==> src/rtl/skfc_pkg.sv <==
package skfc_pkg;

    localparam int ENTRIES    = 64;
    localparam int KEY_BYTES  = 16;
    localparam int COUNT_BITS = 16;
    localparam int IDX_W      = $clog2(ENTRIES + 1);
    localparam int KLEN_W     = $clog2(KEY_BYTES + 1);
    localparam int OUT_CNT_W  = 16;
    localparam logic [7:0] DELIM_RESET = 8'd32;
    localparam logic [COUNT_BITS-1:0] COUNT_MAX = {COUNT_BITS{1'b1}};

    localparam logic [1:0] ST_NEW     = 2'd0;
    localparam logic [1:0] ST_COUNTED = 2'd1;
    localparam logic [1:0] ST_FULL    = 2'd2;

    localparam logic REQ_BYTE = 1'b0;
    localparam logic REQ_DUMP = 1'b1;

    typedef struct packed {
        logic [63:0]           hi;
        logic [63:0]           lo;
        logic [COUNT_BITS-1:0] cnt;
    } entry_t;

    // broadcast from controller to every cell
    typedef struct packed {
        logic   insert;     // shift right from insert point and write new key
        logic   bump;       // increment the matching cell
        logic   rotate;     // shift left circularly during dump
        entry_t key;
    } cell_ctl_t;

    function automatic logic key_less(input logic [63:0] ah, input logic [63:0] al,
                                      input logic [63:0] bh, input logic [63:0] bl);
        return (ah < bh) || ((ah == bh) && (al < bl));
    endfunction

endpackage

==> src/rtl/skfc_cell.sv <==
module skfc_cell
    import skfc_pkg::*;
(
    input  logic      clk,
    input  cell_ctl_t ctl,
    input  logic      valid,
    input  entry_t    left_entry,
    input  logic      left_less,
    input  entry_t    right_entry,
    input  logic      is_tail,
    input  entry_t    head_entry,
    output entry_t    entry,
    output logic      less,
    output logic      hit
);

    entry_t entry_reg;
    entry_t entry_next;

    assign entry = entry_reg;
    assign less  = valid && key_less(entry_reg.hi, entry_reg.lo, ctl.key.hi, ctl.key.lo);
    assign hit   = valid && (entry_reg.hi == ctl.key.hi) && (entry_reg.lo == ctl.key.lo);

    always_comb
    begin
        entry_next = entry_reg;
        if (ctl.rotate)
        begin
            entry_next = is_tail ? head_entry : right_entry;
        end
        else if (ctl.bump && hit)
        begin
            if (entry_reg.cnt != COUNT_MAX)
            begin
                entry_next.cnt = entry_reg.cnt + 1'b1;
            end
        end
        else if (ctl.insert && !less)
        begin
            if (left_less)
            begin
                entry_next     = ctl.key;
                entry_next.cnt = COUNT_BITS'(1);
            end
            else
            begin
                entry_next = left_entry;
            end
        end
    end

    always_ff @(posedge clk)
    begin
        entry_reg <= entry_next;
    end

endmodule

==> config.mk <==
export PLATFORM = sky130hd
export DESIGN_NAME = skfc_cell
export DESIGN_NICKNAME = d
export VERILOG_FILES = /design/src/rtl/skfc_pkg.sv /design/src/rtl/skfc_cell.sv
export SDC_FILE = /design/constraint.sdc
export NUM_CORES = 1
export LEC_CHECK = 0
export ABC_AREA = 1
export BUFFER_PORTS_ARGS = -buffer_cell sky130_fd_sc_hd__buf_4
export CAP_MARGIN = 20
export CORE_AREA = 2 2 283 285
export DETAILED_ROUTE_END_ITERATION = 7
export DIE_AREA = 0 0 285 287
export PLACE_DENSITY_LB_ADDON = 0.15
export RECOVER_POWER = 50
export SYNTH_ARGS = -nofsm -noshare
export SYNTH_HDL_FRONTEND = slang
export SYNTH_SLANG_ARGS = --single-unit
==> constraint.sdc <==
create_clock -name clk -period 6.5 [get_ports clk]
set_clock_uncertainty 0.2 [all_clocks]
set_input_delay 0.975 -clock clk [delete_from_list [all_inputs] [get_ports clk]]
set_output_delay 0.975 -clock clk [all_outputs]
set_load 0.01 [all_outputs]
Word-level counts from Yosys, hierarchy flattened
Cells that the tools add are included.
{"block": "classes", "n_addsub": 1, "multipliers": 0, "n_div": 0, "n_lt_le_gt_ge": 2, "eq_ne": 5, "n_shift": 0, "mux": 7, "bitwise": 0, "reduce_logical": 12}
{"op": "2-to-1 mux 144 bit", "n": 4}
{"op": "equality test 64 bit", "n": 2}
{"op": "< comparator 64 bit", "n": 2}
{"op": "2-to-1 mux 128 bit", "n": 1}
{"op": "2-to-1 mux 16 bit", "n": 2}
{"op": "adder 16 x 1 -> 16 bit (second input constant)", "n": 1}
{"op": "inequality test 16 bit (second input constant)", "n": 1}
{"op": "logical AND 1 bit", "n": 6}
{"op": "AND reduction 2 bit", "n": 2}
{"op": "inequality test 3 x 2 -> 1 bit (second input constant)", "n": 1}
{"op": "nonzero test 3 bit", "n": 1}
{"op": "inequality test 2 bit (second input constant)", "n": 1}
{"op": "nonzero test 2 bit", "n": 1}
{"op": "logical NOT 1 bit", "n": 1}
{"op": "logical OR 1 bit", "n": 1}
{"block": "word_totals", "ff_bits": 144, "latch_bits": 0, "mem_bits_rw": 0, "rom_bits": 0, "in_bits": 583, "out_inout_bits": 146, "mem_count": 0}

Longest topological paths before layout
{"block": "logic_depth", "ltp_word": 9, "ltp_mapped": 19, "ltp_nobuf": 19}

Least setup slack after synthesis
OpenSTA, ideal clock, no wires.
{"block": "synth_path", "path_kind": "in2reg", "from": "in ctl[143] (netlist bit)", "to": "reg entry_reg (netlist bit entry[100]) (enable)", "arrival_time_ns": 4.416, "required_ns": 5.189, "setup_slack_ns": 0.774, "cell_stages": 15, "n_path_buf": 0, "cell_sequence": "inv_1 > ha_1 > nand2_1 > nor2_1 > nand2_1 > nor2_2 > nand2_1 > nor2_4 > nand3_1 > nor2_1 > nand2_1 > nand2_1 > nand2_1 > nand3_1 > nand2_1"}
{"block": "synth_via", "elab_chain_len": 8, "word_cells_on_any_way": 13}
{"item": "start: declaration", "line": "skfc_cell.sv:5", "text": "input cell_ctl_t ctl,"}
{"item": "branches (longest 7 deep; another with < comparator 64 bit)"}
{"item": "AND reduction 2 bit (no source line) *"}
{"item": "end signal: assignment", "line": "skfc_cell.sv:54", "text": "entry_reg <= entry_next;"}
{"item": "end: declaration", "line": "skfc_cell.sv:17", "text": "entry_t entry_reg;"}
Every way passes the cells marked *.
A chain may end at the register's enable or synchronous reset.

Final worst setup path
{"block": "layout_path", "from": "in ctl[77] (netlist bit)", "to": "out less"}
{"block": "layout_via", "elab_chain_len": 4}
{"item": "< comparator 64 bit", "line": "skfc_pkg.sv:35", "text": "return (ah < bh) || ((ah == bh) && (al < bl));"}
{"item": "logical AND 1 bit", "line": "skfc_pkg.sv:35"}
{"item": "logical OR 1 bit", "line": "skfc_pkg.sv:35"}
{"item": "logical AND 1 bit", "line": "skfc_cell.sv:21", "text": "assign less = valid && key_less(entry_reg.hi, entry_reg.lo, ctl.key.hi, ctl.key.lo);"}
{"item": "end: declaration", "line": "skfc_cell.sv:13", "text": "output logic less,"}
Every way passes these cells.

==> results.py <==
metrics = {
    "clocking": {
        "numClockSinks": 144,
        "cts_resized": 0,
        "cts_tree": "done",
        "hold_buffers": 0,
        "cts-root-buf": "clkbuf_16",
        "htree_levels": 4,
        "numCtsBuffers": 17,
        "clkTransAtPathRegs_ns": 0.08,
        "cts_setup_buffers": 0,
        "cts.path.max_buffers": 2,
        "worstSkewPairLatency_ns": 0.49,
    },
    "power": {
        "power_frac_seq": 0.367,
        "clkPwrFrac": 0.315,
        "total_power_mw": 3.357,
        "p_int_mw": 2.162,
        "leakage_nw": 8.490,
        "switching_share": 0.3561,
        "peakVddDrop_mv": 0.1885,
        "p_per_area_mw_per_mm2": 180.8,
        "pwr-share-comb": 0.318,
        "p_sw_mw": 1.196,
    },
    "worst_setup_path": {
        "startpoint": "ctl[77]",
        "regToRegSetupSlack_ns": 2.35,
        "timing.rr.start": "entry[79]",
        "worstPathBufferInverterCount": 4,
        "path_class": "in -> out",
        "worst_ep_required_time_ns": 5.32,
        "cp_slowest_stage_delay_ns": 0.38,
        "startpoint_type": "input pin",
        "worstPathArrival_ns": 3.23,
        "cp-end-kind": "output port",
        "crit_path_end": "less",
        "path_cells": "buf_4 -> inv_1 -> ha_1 -> nand4_1 -> nor3_2 -> nand4_1 -> o21bai_1 -> nand2_1 -> nand2_1 -> nand2_1 -> inv_1 -> buf_4",
        "worstReg2RegEnd": "entry[8]",
        "slowest_stage": "nand4_1",
        "critPathTopFamily": "simple AND/OR/NAND/NOR gates",
        "crit_fanout": 3,
        "cp_num_cells": 12,
        "r2r_cells": 9,
        "worst_path_most_repeated_cell": "nand2_1",
    },
    "synth": {
        "synth-seq-cells": 144,
        "synth-edff-count": 144,
        "syn-num-nets": 2320,
        "synthArstFlopShare": 0,
        "synth_flop_cell": "edfxtp_1",
        "syn_area_per_cell_um2": 7.526,
        "yosysWarnings": 0,
        "yosysMostFrequentCell": "a21oi_1",
        "yosysUniqueCellTypes": 33,
        "synth_top_area_frac": 0.3573,
        "syn_area_mm2": 0.01210,
        "synth_area_leaders": "edfxtp_1 36%, a21oi_1 18%, ha_1 13%",
        "synthTopCellsByCount": "435 x a21oi_1, 303 x nand2_1, 165 x inv_1",
        "synthCells": 1608,
        "post-synth-top-area-cell": "edfxtp_1",
        "synth-seq-area-share": 0.3573,
    },
    "route": {
        "vias_per_cell": 4.189,
        "wl_per_cell_um": 19.52,
        "firstDrtPassIters": 5,
        "drt_iter0_drc": 609,
        "wl_um": 64910,
        "vias": 13930,
        "ant_nets": 0,
        "drcViolationCount": 0,
    },
    "sta": {
        "setup_tns_ns": 0,
        "max_slew_margin": 0.08423,
        "min_period_ns": 4.407,
        "hold-worst-slack_ns": 0.5629,
        "tightest_slew_ns": 1.374,
        "fmax_ghz": 0.2269,
        "slew_violations": 0,
        "rsz0062_at_grt": "no",
        "fin_crit_sh": 0.6780,
        "hold_viol_final": 0,
        "report.final.setup_viol": 0,
    },
    "final_layout": {
        "largest_reg_flops": 144,
        "area_growth_pct": 53.46,
        "final_cell_count_no_fill": 3326,
        "fillers": 8985,
        "drive_above_1_share": 0.2861,
        "final_net_count": 2971,
        "final_core_util": 0.2362,
    },
    "global_routing": {
        "grt_max_degree": 127,
        "antenna_found_initial": 7,
        "grt_pass1_wl_um": 92760,
        "grt_pass1_vias": 14460,
        "track_usage": 0.1537,
        "grt_overflow_total": 0,
    },
    "place": {
        "place_congestion": 0.8797,
        "dp_cells": 3290,
        "hpwl_um": 51540,
        "port_buffers": 712,
    },
    "floorplan": {
        "ios": 729,
        "rows": 103,
        "die_h_um": 287,
        "start_util": 0.1539,
        "die-area_mm2": 0.08180,
        "die_x_um": 285,
        "core_region_area_mm2": 0.07861,
    },
    "flow_run": {
        "cap_violations": 0,
    },
    "status": {
        "status": "complete, no violations",
    },
    "min_path": {
        "hp-class": "reg -> reg",
    },
}
[worst min-delay path by stage]
stage | from | endpoint | slack (ns) | cells past startpoint
2_1_floorplan | entry[1] | entry[1] | 0.55 | 3
3_3_place_gp | entry[1] | entry[1] | 0.54 | 3
3_5_place_dp | entry[1] | entry[1] | 0.56 | 3
4_1_cts | left_entry[5] | entry[5] | 0.55 | 3
5_1_grt | left_entry[5] | entry[5] | 0.58 | 3
6_report | entry[1] | entry[1] | 0.56 | 3
[per-stage QoR]
| stage | instance area (um^2) | setup slack (ns) |
|---|---|---|
| after detailed placement | 18530 | 1.734 |
| after global routing | 18570 | 1.743 |
| after floorplan | 12100 | 0.7737 |
| after global placement | 18530 | 1.750 |
| final | 18570 | 2.093 |
| after CTS | 19110 | 1.853 |
[cell usage in the layout, fill, tap and decap left out, drive strengths merged]
master    count
o21bai        3
buf         579
nand4        10
nand2       306
o21ai       171
nand3        30
a21o          3
xnor2         5
clkbuf      162
nor3          2
nand3b        2
ha          129
a21oi       436
nor2         79
o31ai         1
o211ai       11
xor2          4
diode         4
clkinvlp      3
o21a          7
o22ai         2
inv         178
edfxtp      144
bufinv        1
clkinv        4
[per-layer routing]
layer / vias to the layer above / track usage / part of all wire / wire [um]
li1: 6893 / - / - / -
met1: 6482 / 0.1765 / 0.41 / 26320
met2: 483 / 0.2694 / 0.50 / 32380
met3: 71 / 0.04373 / 0.068 / 4403
met4: 4 / 0.05903 / 0.027 / 1783
met5: - / 0 / 0.00035 / 23
[power by group through the flow]
stage / clock (mW) / combinational (mW) / sequential (mW)
2_1_floorplan: 0 / 0.462 / 1.29
3_3_place_gp: 0 / 1.16 / 1.25
3_5_place_dp: 0 / 1.16 / 1.25
4_1_cts: 1.11 / 1.17 / 1.24
5_1_grt: 1.13 / 1.20 / 1.25
6_report: 1.06 / 1.07 / 1.23
[worst min-delay path: stages (launching register included)]
cell	delay, ns
edfxtp_1	0.38
ha_1	0.13
nand2_1	0.05
o211ai_1	0.08
[area by class of cell]
| class | count | area (um^2) | area share |
|---|---|---|---|
| well taps | 1050 | 1314 | 0.07074 |
| clock buffers | 17 | 425.4 | 0.02291 |
| clock inverters | 15 | 151.4 | 0.008152 |
| multi-input cells | 1201 | 6778 | 0.3650 |
| diodes | 4 | 10.01 | 0.0005390 |
| inverters | 171 | 661.9 | 0.03564 |
| flip-flops and latches | 144 | 4324 | 0.2328 |
| repair buffers | 724 | 4907 | 0.2642 |
[cells by family (layout without fill, tap and decap cells)]
group                    Yosys count  after routing  synth area share
AO/OA/AOI/OAI                    634            634            0.2716
XOR/XNOR                           9              9          0.006513
buffers and inverters            263            927           0.08323
other                              0              4                 0
adder cells (fa/ha/maj)          129            129            0.1334
AND/OR/NAND/NOR                  429            429            0.1480
flip-flops                       144            144            0.3573
Note: power is estimated with default switching activity, not from simulation.
