--- src/rtl/skfc_pkg.sv ---
package skfc_pkg;

    localparam int ENTRIES    = 64;
    localparam int KEY_BYTES  = 16;
    localparam int COUNT_BITS = 16;
    localparam int IDX_W      = $clog2(ENTRIES + 1);
    localparam int KLEN_W     = $clog2(KEY_BYTES + 1);
    localparam int OUT_CNT_W  = 16;
    localparam logic [7:0] DELIM_RESET = 8'd32;
    localparam logic [COUNT_BITS-1:0] COUNT_MAX = {COUNT_BITS{1'b1}};

    localparam logic [1:0] ST_NEW     = 2'd0;
    localparam logic [1:0] ST_COUNTED = 2'd1;
    localparam logic [1:0] ST_FULL    = 2'd2;

    localparam logic REQ_BYTE = 1'b0;
    localparam logic REQ_DUMP = 1'b1;

    typedef struct packed {
        logic [63:0]           hi;
        logic [63:0]           lo;
        logic [COUNT_BITS-1:0] cnt;
    } entry_t;

    // broadcast from controller to every cell
    typedef struct packed {
        logic   insert;     // shift right from insert point and write new key
        logic   bump;       // increment the matching cell
        logic   rotate;     // shift left circularly during dump
        entry_t key;
    } cell_ctl_t;

    function automatic logic key_less(input logic [63:0] ah, input logic [63:0] al,
                                      input logic [63:0] bh, input logic [63:0] bl);
        return (ah < bh) || ((ah == bh) && (al < bl));
    endfunction

endpackage

--- src/rtl/skfc_key_builder.sv ---
module skfc_key_builder
    import skfc_pkg::*;
(
    input  logic        clk,
    input  logic        rst_n,
    input  logic        byte_en,
    input  logic        clear,
    input  logic [7:0]  byte_value,
    input  logic [7:0]  delimiter,
    output logic [63:0] key_hi,
    output logic [63:0] key_lo,
    output logic        truncated
);

    logic [KEY_BYTES*8-1:0] bytes_reg;
    logic [KLEN_W-1:0]      len_reg;
    logic                   closed_reg;
    logic                   ovf_reg;
    logic [127:0]           packed_key;

    always_ff @(posedge clk or negedge rst_n)
    begin
        if (!rst_n)
        begin
            bytes_reg  <= '0;
            len_reg    <= '0;
            closed_reg <= 1'b0;
            ovf_reg    <= 1'b0;
        end
        else if (clear)
        begin
            bytes_reg  <= '0;
            len_reg    <= '0;
            closed_reg <= 1'b0;
            ovf_reg    <= 1'b0;
        end
        else if (byte_en && !closed_reg)
        begin
            if (byte_value == delimiter)
            begin
                closed_reg <= 1'b1;
            end
            else if (len_reg < KLEN_W'(KEY_BYTES))
            begin
                bytes_reg[(KEY_BYTES-1-32'(len_reg))*8 +: 8] <= byte_value;
                len_reg <= len_reg + 1'b1;
            end
            else
            begin
                ovf_reg <= 1'b1;
            end
        end
    end

    assign packed_key = 128'(bytes_reg) << (8 * (16 - KEY_BYTES));
    assign key_hi     = packed_key[127:64];
    assign key_lo     = packed_key[63:0];
    assign truncated  = ovf_reg;

endmodule

--- config.mk ---
export PLATFORM = sky130hd
export DESIGN_NAME = skfc_key_builder
export DESIGN_NICKNAME = d
export VERILOG_FILES = /design/src/rtl/skfc_pkg.sv /design/src/rtl/skfc_key_builder.sv
export SDC_FILE = /design/constraint.sdc
export NUM_CORES = 1
export LEC_CHECK = 0
export ABC_AREA = 0
export BUFFER_PORTS_ARGS = -buffer_cell sky130_fd_sc_hd__clkbuf_2
export CAP_MARGIN = 20
export CORE_MARGIN = 8
export CORE_UTILIZATION = 32
export CTS_BUF_LIST = sky130_fd_sc_hd__clkbuf_8
export CTS_CLUSTER_DIAMETER = 120
export CTS_CLUSTER_SIZE = 8
export DETAILED_ROUTE_END_ITERATION = 8
export REMOVE_ABC_BUFFERS = 1
export SLEW_MARGIN = 20
export SYNTH_ARGS = -nofsm -noshare
export SYNTH_HDL_FRONTEND = slang
export SYNTH_SLANG_ARGS = --single-unit
--- constraint.sdc ---
create_clock -name clk -period 5.9 [get_ports clk]
set_input_delay 0.59 -clock clk [delete_from_list [all_inputs] [get_ports clk]]
set_output_delay 0.59 -clock clk [all_outputs]
set_load 0.1 [all_outputs]
==> After elaboration in Yosys (flattened, before gate mapping) <==
Index checks and enable logic that the tools add are counted.
{ "totals": {"register_bits": 135, "inputBits": 20, "out_inout_bits": 129, "word_cells": 37} }
{ "op_classes": {"addsub": 3, "order_cmp": 1, "n_eq_ne": 3, "shift": 2, "mux": 16, "n_reduce_logical": 8} }
{ "ops": {"columns": ["op", "n"], "rows": [
  ["two-way mux 128 bit", 4],
  ["bitwise mux 128 bit", 1],
  ["variable shift 8 x 34 -> 128 bit, first input constant", 1],
  ["variable part select 8 x 34 -> 128 bit", 1],
  ["negation 32 -> 34 bit", 1],
  ["two-way mux 5 bit", 4],
  ["equality test 8 bit", 1],
  ["two-way mux 1 bit", 7],
  ["AND reduction 3 bit", 2],
  ["nonzero test 2 bit", 3],
  ["subtractor 4 x 5 -> 6 bit, first input constant", 1],
  ["adder 5 x 1 -> 5 bit, second input constant", 1],
  ["less-than comparator 5 bit, second input constant", 1],
  ["!= test 2 bit, second input constant", 2],
  ["AND reduction 2 bit", 1],
  ["logical AND 1 bit", 1],
  ["logical NOT 1 bit", 1]
]} }

==> Depth between registers and ports, before layout <==
Gate-level depths: netlist (run 1).
{ "logic_depth": {"ltp_word": 8, "depth_mapped": 11, "ltp_nobuf": 10} }

==> Worst setup path before layout (run 1) <==
No wires, ideal clock.
{ "synth_path": {"path_type": "register -> register", "startpoint": "reg len_reg[4]", "endpoint": "reg bytes_reg[71]", "setup_time_ns": 0.132, "arrival_time_ns": 2.990, "required_ns": 5.768, "slack_ns": 2.778, "stages_incl_launch_ff": 11, "n_path_buf": 1, "period_less_slack_ns": 3.122, "cell_sequence": "dfrtp_1 -> inv_1 -> and3_1 -> nand3_1 -> ha_1 -> nor4_4 -> nand4_4 -> buf_12 -> a2111oi_4 -> mux2i_1 -> nor2_1"} }
{ "synth_between": {"elab_chain_cells": 8, "elab_cells_between_ends": 12, "classes_between": "2 x add/sub; 1 x order compare; 2 x shift; 5 x mux; 2 x reduce/logical"} }
{ "synth_rtl": {"columns": ["element", "line_no", "source"], "rows": [
  ["start, declared", "skfc_key_builder.sv:16", "logic [KLEN_W-1:0] len_reg;"],
  ["start signal, assigned", "skfc_key_builder.sv:46", "len_reg <= len_reg + 1'b1;"],
  ["subtractor 4 x 5 -> 6 bit", "skfc_key_builder.sv:45", "bytes_reg[(KEY_BYTES-1-32'(len_reg))*8 +: 8] <= byte_value;"],
  ["negation 32 -> 34 bit", "skfc_key_builder.sv:45", null],
  ["variable part select 8 x 34 -> 128 bit or variable shift 8 x 34 -> 128 bit (tied branches)", "skfc_key_builder.sv:45", null],
  ["bitwise mux 128 bit", "skfc_key_builder.sv:45", null],
  ["two-way mux 128 bit", "skfc_key_builder.sv:43", "else if (len_reg < KLEN_W'(KEY_BYTES))"],
  ["two-way mux 128 bit", "skfc_key_builder.sv:39", "if (byte_value == delimiter)"],
  ["two-way mux 128 bit", "skfc_key_builder.sv:37", "else if (byte_en && !closed_reg)"],
  ["two-way mux 128 bit", "skfc_key_builder.sv:30", "else if (clear)"],
  ["end signal, assigned by index", "skfc_key_builder.sv:45", null],
  ["end, declared", "skfc_key_builder.sv:15", "logic [KEY_BYTES*8-1:0] bytes_reg;"]
]} }
Several ways; a longest one is shown, not always the timed one. The select of a mux whose other input is x is not followed.
A chain may end at the register's enable or synchronous reset.

==> Final worst setup path (run 1) <==
{ "layout_path": {"startpoint": "reg len_reg[0]", "endpoint": "reg bytes_reg[92]"} }
The elaborated chain is that of the path after synthesis.

==> flow_summary.toml, run 1 <==
[pwr]
powerDensity_nw_per_um2 = 255
vdd_drop_max_v = 0.000119
leakage_nw = 3.43
total_power_mw = 1.96

[grt]
grt_max_degree = 75
grt_antenna_before_repair = 0
grt_overflow = 0
grt_pass1_wl_um = 27400
grt_pass1_vias = 4558
track_usage_pct = 14.6

[placement]
dp_hpwl_um = 11700
io_buffer_count = 148
placed_cell_area_um2 = 7320
gp_congestion = 0.810

[clock_network]
insertion_delay_ps = 440
clk_pin_slew_ps = 80
cts_tree = "done"
cts-root-buf = "clkbuf_8"
cts.hold.buffers_added = 0
cts_resized = 0
cts_buffers = 17
clk_path_buf_depth = 2
cts_setup_buffers = 0
cts_sinks = 135
htreeDepth = 4

[drt]
via_per_inst = 4.76
dr.pass1.iters = 5
post-route-drc-count = 0
routedWlPerCell_um = 18.9
wl_um = 17800
drt_iter0_markers = 297
vias = 4488
final_antenna_net_count = 0

[finish]
largest_reg_flops = 128
drive_above_1_share_pct = 29.5
antenna_cells = 0
nNetsFinal = 696
fin_area_um2 = 7690
multi_input_area_um2 = 2830
syn2layout_area_growth_pct = 20.3
final_util_pct = 39.4
n_fill_cell = 1934
seqCellArea_um2 = 3380

[setup_path]
slowest_stage = "a2111oi_4"
slowest_delay_ps = 1010
worstPathArrival_ps = 4050
crit_family = "simple AND/OR/NAND/NOR gates"
setup.worst_path.start_class = "register"
crit_required_ps = 6190
crit_top_cell = "ha_1"
cp_max_fo = 15
end_kind = "register"
r2r_slack_ps = 2140
path_class = "reg -> reg"
crit_buf_inv = 0
cp_cell_sequence = "ha_1, nand3_1, ha_1, nor4_4, nand4_4, a2111oi_4, mux2i_1, nor2_1"

[synthesis]
synth_area_per_cell_um2 = 11.9
yosys_warnings = 0
syn_area_um2 = 6390
synthXorXnorAreaFrac_pct = 2.29
post-synth-top-count-cell = "dfrtp_1"
ys_seq_area_share_pct = 52.9
synth_top_area_share_pct = 52.9
synth_compound_area_share_pct = 8.44
synthAdderAreaFrac_pct = 1.57
synth-simple-area-share_pct = 13.0
synth_edf_count = 0
ys_types = 38
synth_ff_type = "dfrtp_1"
syn_inst = 535
synth_mux_area_share_pct = 19.0
synth.ff_latch_count = 135
synth_common_cells = "135 x dfrtp_1, 127 x nor2_1, 121 x mux2i_1, 30 x clkbuf_1, 17 x nand3_1"
async_reset_ff_share_pct = 100
synth_top_family_by_area = "multiplexers"
synth_top_cell_by_area = "dfrtp_1"
yosys-top-cells-area = "dfrtp_1 53%, mux2i_1 19%, nor2_1 7.5%"

[timing]
min_period_over_period_pct = 63.7
finalHoldViolations = 0
fin_skew_ps = 11.0
max_slew_margin_pct = 27.9
fin_setup_tns_ps = 0
min_period_ps = 3760
tightest_slew_ps = 1080
rsz0062_at_grt = "false"
finalMaxSlewViolations = 0
fmax_ghz = 0.266
finalSetupViolCount = 0
hold-worst-slack_ps = 155

[die]
core_region_area_um2 = 19500
fp.dieH_um = 157
io_pins = 149
rows = 51
start_util_pct = 32.7
dieArea_um2 = 24700
fp.dieW_um = 157

[hold_path]
min_path_type = "in -> async"

[flow_run]
cap_violations = 0

[status]
outcome = "finished clean"
[path summary, 6_finish.rpt]
check | end | cells past startpoint | start
max | bytes_reg[92]$_DFFE_PN0P_ | 8 | len_reg[0]$_DFFE_PN0P_
min | bytes_reg[69]$_DFFE_PN0P_ | 1 | rst_n
max reg2reg | bytes_reg[92]$_DFFE_PN0P_ | 8 | len_reg[0]$_DFFE_PN0P_
min reg2reg | bytes_reg[96]$_DFFE_PN0P_ | 2 | bytes_reg[96]$_DFFE_PN0P_
max in group asynchronous | bytes_reg[34]$_DFFE_PN0P_ | 2 | rst_n
min in group clk | bytes_reg[1]$_DFFE_PN0P_ | 3 | byte_value[1]
[final cells by class]
cell class | count | share of cell area [%]
sequential | 135 | 43.9
multi-input combinational | 361 | 36.8
timing repair buffer | 150 | 9.94
tap | 265 | 4.31
clock buffer | 21 | 3.76
clock inverter | 7 | 1.06
inverter | 3 | 0.146
[worst reg2reg max path: stages, from the launching register on]
cell	delay (ps)
dfrtp_1	580
ha_1	370
nand3_1	120
ha_1	360
nor4_4	350
nand4_4	500
a2111oi_4	1020
mux2i_1	270
nor2_1	60
[layout by cell type, fill, tap and decap left out, types with 2 or more instances in the layout]
cell,n
a2111oi_4,15
a21oi_1,9
a31oi_1,2
and2_1,8
and4_2,2
and4bb_2,2
buf_4,3
bufinv_16,2
clkbuf_2,146
clkbuf_8,21
clkinv_2,2
dfrtp_1,135
ha_1,8
inv_1,6
mux2i_1,121
nand2_1,8
nand3_1,17
nand3b_1,2
nand4_1,2
nor2_1,127
nor2b_1,2
o21ai_1,9
xnor2_1,11
xor2_1,2
[metal layers]
layer	global-route usage [%]	share of wire, %
met2	21.6	45
met1	19.5	46
met4	3.85	1.2
met3	5.59	8.0
met5	0	0
[cell families after synthesis]
| logic type | after synthesis |
|---|---|
| adders and majority gates | 8 |
| AOI/OAI and AO/OA | 38 |
| xor gates and xnor gates | 15 |
| buffers and inverters | 39 |
| DFF | 135 |
| muxes | 121 |
| and+or+nand+nor | 179 |
[where the power goes]
group	leakage, nW	total, mW	internal (mW)	switching [mW]
Sequential	1.88	0.950	0.938	0.0112
Combinational	1.34	0.259	0.0510	0.208
Clock	0.203	0.751	0.406	0.346
Total	3.43	1.96	1.40	0.565
[per-stage QoR]
step | setup slack, ps | std cells
final | 2140 | 942
after global routing | 1850 | 942
after CTS | 2100 | 942
after detailed placement | 2120 | 914
after global placement | 2150 | 914
after floorplan | 2690 | 499
Power figures use the tool's default switching activity.
==> run 2, diff against run 1 <==
- ABC_AREA: 0 -> 1
- clock period: 5.9 -> 3.4 ns (I/O delays scaled with it)
==> run 2 against run 1 <==
Compared with the run above:
- die area increased by 1.3%
- power is 110% higher
- non-clock buffer count up 15
- critical path type unchanged
- critical path depth rose by 7
- sequential share of layout area is 1.7 points lower
- synthesized cell count up 52%
- clock-buffer cell count is 1 lower
- synthesized area grew 1.4%
- clock skew increased by 0.86 ps
- first-iteration DRC count is 77% higher
- hold slack improved by 100 ps
==> flow_summary.toml, run 2 <==
[status]
outcome = "finished clean"

[synthesis]
ys_seq_area_share_pct = 52.1
synth_ff_type = "dfrtp_1"
syn_area_um2 = 6480
ys_types = 32
synth_common_cells = "338 x nand2_1, 135 x dfrtp_1, 126 x nand3_1, 49 x nor2_1, 34 x inv_1"
post-synth-top-count-cell = "nand2_1"
synth_top_area_share_pct = 52.1
synth_area_per_cell_um2 = 7.99
async_reset_ff_share_pct = 100
synth_top_cell_by_area = "dfrtp_1"
syn_inst = 811
yosys-top-cells-area = "dfrtp_1 52%, nand2_1 20%, nand3_1 9.7%"
synth.ff_latch_count = 135
yosys_warnings = 0
synth_edf_count = 0

[drt]
dr.pass1.iters = 5
vias = 5879
wl_um = 20700
routedWlPerCell_um = 16.5
final_antenna_net_count = 0
drt_iter0_markers = 525
post-route-drc-count = 0
via_per_inst = 4.69

[clock_network]
cts_resized = 0
cts_tree = "done"
cts_setup_buffers = 0
insertion_delay_ps = 460
clk_path_buf_depth = 2
cts-root-buf = "clkbuf_8"
htreeDepth = 4
cts.hold.buffers_added = 1
clk_pin_slew_ps = 80
cts_buffers = 17
cts_sinks = 135

[setup_path]
setup.worst_path.start_class = "register"
slowest_delay_ps = 400
crit_buf_inv = 1
crit_required_ps = 3750
worstPathArrival_ps = 3200
crit_family = "simple AND/OR/NAND/NOR gates"
slowest_stage = "dfrtp_1"
cp_cell_sequence = "ha_1, nand3_1, nor2_1, inv_1, ha_1, nor2_1, nand2_1, nor2_2, nand3_1, nor2_2, nand4_1, nand2_1, nand2_2, nand2_1, nand2_1"
path_class = "reg -> reg"
cp_max_fo = 8
end_kind = "register"
crit_top_cell = "nand2_1"

[finish]
mostFrequentLayoutCell = "nand2_1"
final_cell_mix = "338 x nand2_1, 147 x clkbuf_2, 135 x dfrtp_1"
antenna_cells = 0
final_cells = 1253
drive_above_1_share_pct = 23.5
largest_reg_flops = 128
syn2layout_area_growth_pct = 23.5
nNetsFinal = 998

[timing]
fin_setup_tns_ps = 0
hold-worst-slack_ps = 258
min_period_ps = 2850
min_period_over_period_pct = 83.7
rsz0062_at_grt = "false"
finalMaxSlewViolations = 0
finalHoldViolations = 0
fmax_ghz = 0.351
fin_skew_ps = 11.9
max_slew_margin_pct = 46.4
tightest_slew_ps = 798
finalSetupViolCount = 0

[placement]
dp.cells = 1220
io_buffer_count = 148
gp_congestion = 0.909
dp_hpwl_um = 15100

[die]
start_util_pct = 32.3
core_region_area_um2 = 20000
rows = 52
fp.dieW_um = 158
fp.dieH_um = 158
dieArea_um2 = 25100
io_pins = 149

[pwr]
total_power_mw = 4.13
leakage_nw = 4.60
powerDensity_nw_per_um2 = 516
vdd_drop_max_v = 0.000261

[grt]
grt_overflow = 0
grt_antenna_before_repair = 0
grt_pass1_wl_um = 31800
grt_pass1_vias = 5611
grt_max_degree = 59
track_usage_pct = 16.7

[hold_path]
min_path_type = "in -> reg"

[flow_run]
cap_violations = 0
[run 2: area by class of cell]
class | count | area [um2]
sequential | 135 | 3380
tap | 270 | 338
inverter | 46 | 175
fill | 2125 | 12000
clock inverter | 12 | 198
multi-input combinational | 605 | 2770
clock buffer | 20 | 275
timing repair buffer | 165 | 873
[run 2: routing by layer]
layer	wire length, um	track usage [%]	share of wire [%]	up-vias
met5	0	0	0	-
met4	297	4.49	1.4	0
met3	1550	4.75	7.5	24
met2	9390	26.0	45	180
met1	9480	22.4	46	2748
li1	-	-	-	2927
[run 2: tightest hold or removal path: stages]
cell      delay [ps]
clkbuf_2         120
nand3_1           90
nor2_1            40
nand2_1           50
nand2_1           40
[run 2: logic make-up (layout without fill, tap and decap cells)]
family / after synthesis / in the layout / share of synthesized area [%]
flops: 135 / 135 / 52.1
simple gates: 579 / 579 / 39.1
buf+inv: 71 / 243 / 5.19
xor+xnor: 7 / 7 / 1.06
fa+ha+maj: 8 / 8 / 1.54
compound gates: 11 / 11 / 1.00
[run 2: metrics by stage]
step	setup WS (ps)	utilization [%]	cell area, um2
floorplan	587	-	6320
CTS	577	39.9	8000
global placement	667	37.5	7520
detailed placement	591	37.5	7520
finish	555	39.9	8000
global route	220	39.9	8000
[run 2: final timing paths]
kind / start / endpoint / slack, ps / depth (start not counted)
setup / recovery: len_reg[1]$_DFFE_PN0P_ / bytes_reg[45]$_DFFE_PN0P_ / 550 / 15
hold / removal: byte_value[2] / bytes_reg[2]$_DFFE_PN0P_ / 260 / 5
setup reg to reg: len_reg[1]$_DFFE_PN0P_ / bytes_reg[45]$_DFFE_PN0P_ / 550 / 15
hold reg to reg: bytes_reg[95]$_DFFE_PN0P_ / bytes_reg[95]$_DFFE_PN0P_ / 470 / 2
max in group asynchronous: rst_n / bytes_reg[90]$_DFFE_PN0P_ / 2000 / 3
min in group asynchronous: rst_n / bytes_reg[111]$_DFFE_PN0P_ / 500 / 2
[run 2: power breakdown]
group          internal (mW)  total, mW  switching [mW]
registers               1.64       1.66          0.0240
logic                  0.161      0.872           0.711
clock network          0.932       1.60           0.668
==> run 3, diff against run 2 <==
- ABC_AREA: 1 -> 0
- clock period: 3.4 -> 2.6 ns (I/O delays scaled with it)
==> run 3 against run 2 <==
Compared with the run above:
- the run now ends with setup timing left
- wire length shrank 10%
- global-route usage decreased by 1.4 points
- final cell count is 21% lower
- hold slack got worse by 160 ps
- clock skew fell by 3.3 ps
- power up 17%
- fmax up 7.5%
- sequential share of layout area decreased by 2.5 points
- register-to-register slack worse by 600 ps
- sequential power grew 30%
- clock-buffer cell count down 2
- clock power is 25% higher
==> flow_summary.toml, run 3 (synthesis results as in run 1) <==
[finish]
mostFrequentLayoutCell = "clkbuf_2"
largest_reg_flops = 128
syn2layout_area_growth_pct = 33.3
final_cell_mix = "146 x clkbuf_2, 135 x dfrtp_1, 127 x nor2_1"
drive_above_1_share_pct = 36.2
fin_area_um2 = 8520
n_fill_cell = 1866
antenna_cells = 0
nNetsFinal = 738

[clock_network]
cts_tree = "done"
cts_sinks = 135
clk_path_buf_depth = 2
htreeDepth = 4
insertion_delay_ps = 440
clk_pin_slew_ps = 80
cts-root-buf = "clkbuf_8"
cts_buffers = 17

[setup_path]
path_class = "reg -> reg"
setup.worst_path.start_class = "register"
end_kind = "register"
crit_top_cell = "buf_12"
slowest_delay_ps = 400
crit_required_ps = 2900
r2r_slack_ps = -50
cp_cell_sequence = "inv_2, and3_4, nand3_4, ha_4, and4bb_2, nand4_4, buf_12, a2111oi_4, buf_12, mux2i_2, nor2_1"
cp_max_fo = 8
crit_family = "simple AND/OR/NAND/NOR gates"
slowest_stage = "dfrtp_1"
worstPathArrival_ps = 2950
crit_buf_inv = 3

[drt]
routedWlPerCell_um = 18.8
post-route-drc-count = 0
final_antenna_net_count = 0
wl_um = 18600
vias = 4685
dr.pass1.iters = 4
via_per_inst = 4.74
drt_iter0_markers = 227

[placement]
gp_congestion = 0.864
dp_hpwl_um = 12200
io_buffer_count = 148
placed_cell_area_um2 = 7780

[die]
rows = 51
io_pins = 149
dieArea_um2 = 24700
start_util_pct = 32.7
core_region_area_um2 = 19500
fp.dieH_um = 157
fp.dieW_um = 157

[grt]
gr-usage-met1_pct = 20.4
grt_pass1_wl_um = 28900
grt_overflow = 0
grt_max_degree = 63
grt_pass1_vias = 4885
grt_use_met2_pct = 23.5
track_usage_pct = 15.3
grt_use_met3_pct = 4.99
grt.busiest_layer = "met2"
grt_antenna_before_repair = 0

[timing]
tightest_slew_ps = 964
fin_skew_ps = 8.60
setup_slack_ps = -48.1
finalSetupViolCount = 13
max_slew_margin_pct = 35.7
min_period_over_period_pct = 102
rsz0062_at_grt = "true"
fmax_ghz = 0.378
finalHoldViolations = 0
finalMaxSlewViolations = 0
min_period_ps = 2650
fin_setup_tns_ps = -115

[pwr]
powerDensity_nw_per_um2 = 568
leakage_nw = 3.74
vdd_drop_max_v = 0.000272
total_power_mw = 4.83

[flow_run]
cap_violations = 0

[status]
outcome = "finished with violations"
violations = "setup timing"

[hold_path]
min_path_type = "in -> reg"
[run 3: cell count changes in the layout (fill, tap and decap cells not counted), sizes merged, moves of 8 or more]
cell     previous run  this run
mux2i               0       121
buf                17        44
a21oi               1        10
nand4              16         3
nand3             128        17
inv                42         5
and2                0         8
a2111oi             0        15
nor3               20         1
nor2               62       127
nand2             349         8
[run 3: cell type report]
cell class / instances / area (um2) / share of cell area (%)
Sequential cell: 135 / 3380 / 39.7
Multi-Input combinational cell: 361 / 2980 / 35.0
Timing Repair Buffer: 192 / 1360 / 16.0
Tap cell: 265 / 332 / 3.89
Clock buffer: 18 / 248 / 2.91
Clock inverter: 14 / 208 / 2.44
Inverter: 3 / 11.3 / 0.132
[run 3: repair_timing]
| item | CTS | global route |
|---|---|---|
| gates resized for setup | 6 | 20 |
| endpoints found under the hold margin | 60 | 0 |
| cloned | 1 | 0 |
| pin swaps | 14 | 28 |
| hold buffers | 1 | 0 |
| setup endpoints to repair | 120 | 123 |
| setup buffers | 0 | 9 |
[run 3: layer usage]
| layer | up-vias | wire length (um) |
|---|---|---|
| met5 | - | 0 |
| met3 | 15 | 1220 |
| met4 | 0 | 187 |
| met1 | 2345 | 8670 |
| li1 | 2193 | - |
| met2 | 132 | 8500 |
[run 3: final timing paths]
kind / end / cells after the start / from
worst max-delay path: bytes_reg[74]$_DFFE_PN0P_ / 11 / len_reg[4]$_DFFE_PN0P_
worst max register to register: bytes_reg[74]$_DFFE_PN0P_ / 11 / len_reg[4]$_DFFE_PN0P_
worst min register to register: truncated$_DFFE_PN0P_ / 2 / truncated$_DFFE_PN0P_
worst min-delay path: bytes_reg[7]$_DFFE_PN0P_ / 3 / byte_value[7]
min in group asynchronous: bytes_reg[65]$_DFFE_PN0P_ / 2 / rst_n
max in group asynchronous: bytes_reg[76]$_DFFE_PN0P_ / 3 / rst_n
[run 3: report_power, final]
| part | total [mW] | switching (mW) | internal (mW) |
|---|---|---|---|
| sequential | 2.15 | 0.0200 | 2.13 |
| clock | 2.00 | 0.840 | 1.16 |
| combinational | 0.686 | 0.500 | 0.186 |
| total | 4.83 | 1.36 | 3.47 |
[run 3: per-stage QoR]
step | instances | hold slack, ps | setup slack (ps) | utilization, %
2_1_floorplan | 499 | -35.6 | -614 | -
3_3_place_gp | 946 | 293 | -113 | 39.9
3_5_place_dp | 946 | 296 | -151 | 39.9
4_1_cts | 980 | 44.4 | -21.3 | 42.6
5_1_grt | 988 | 60.1 | -175 | 43.6
6_report | 988 | 94.3 | -48.1 | 43.6
[run 3: worst min-delay path: stages]
cell      delay, ps
clkbuf_2        110
nand3_1          70
a21oi_1          60
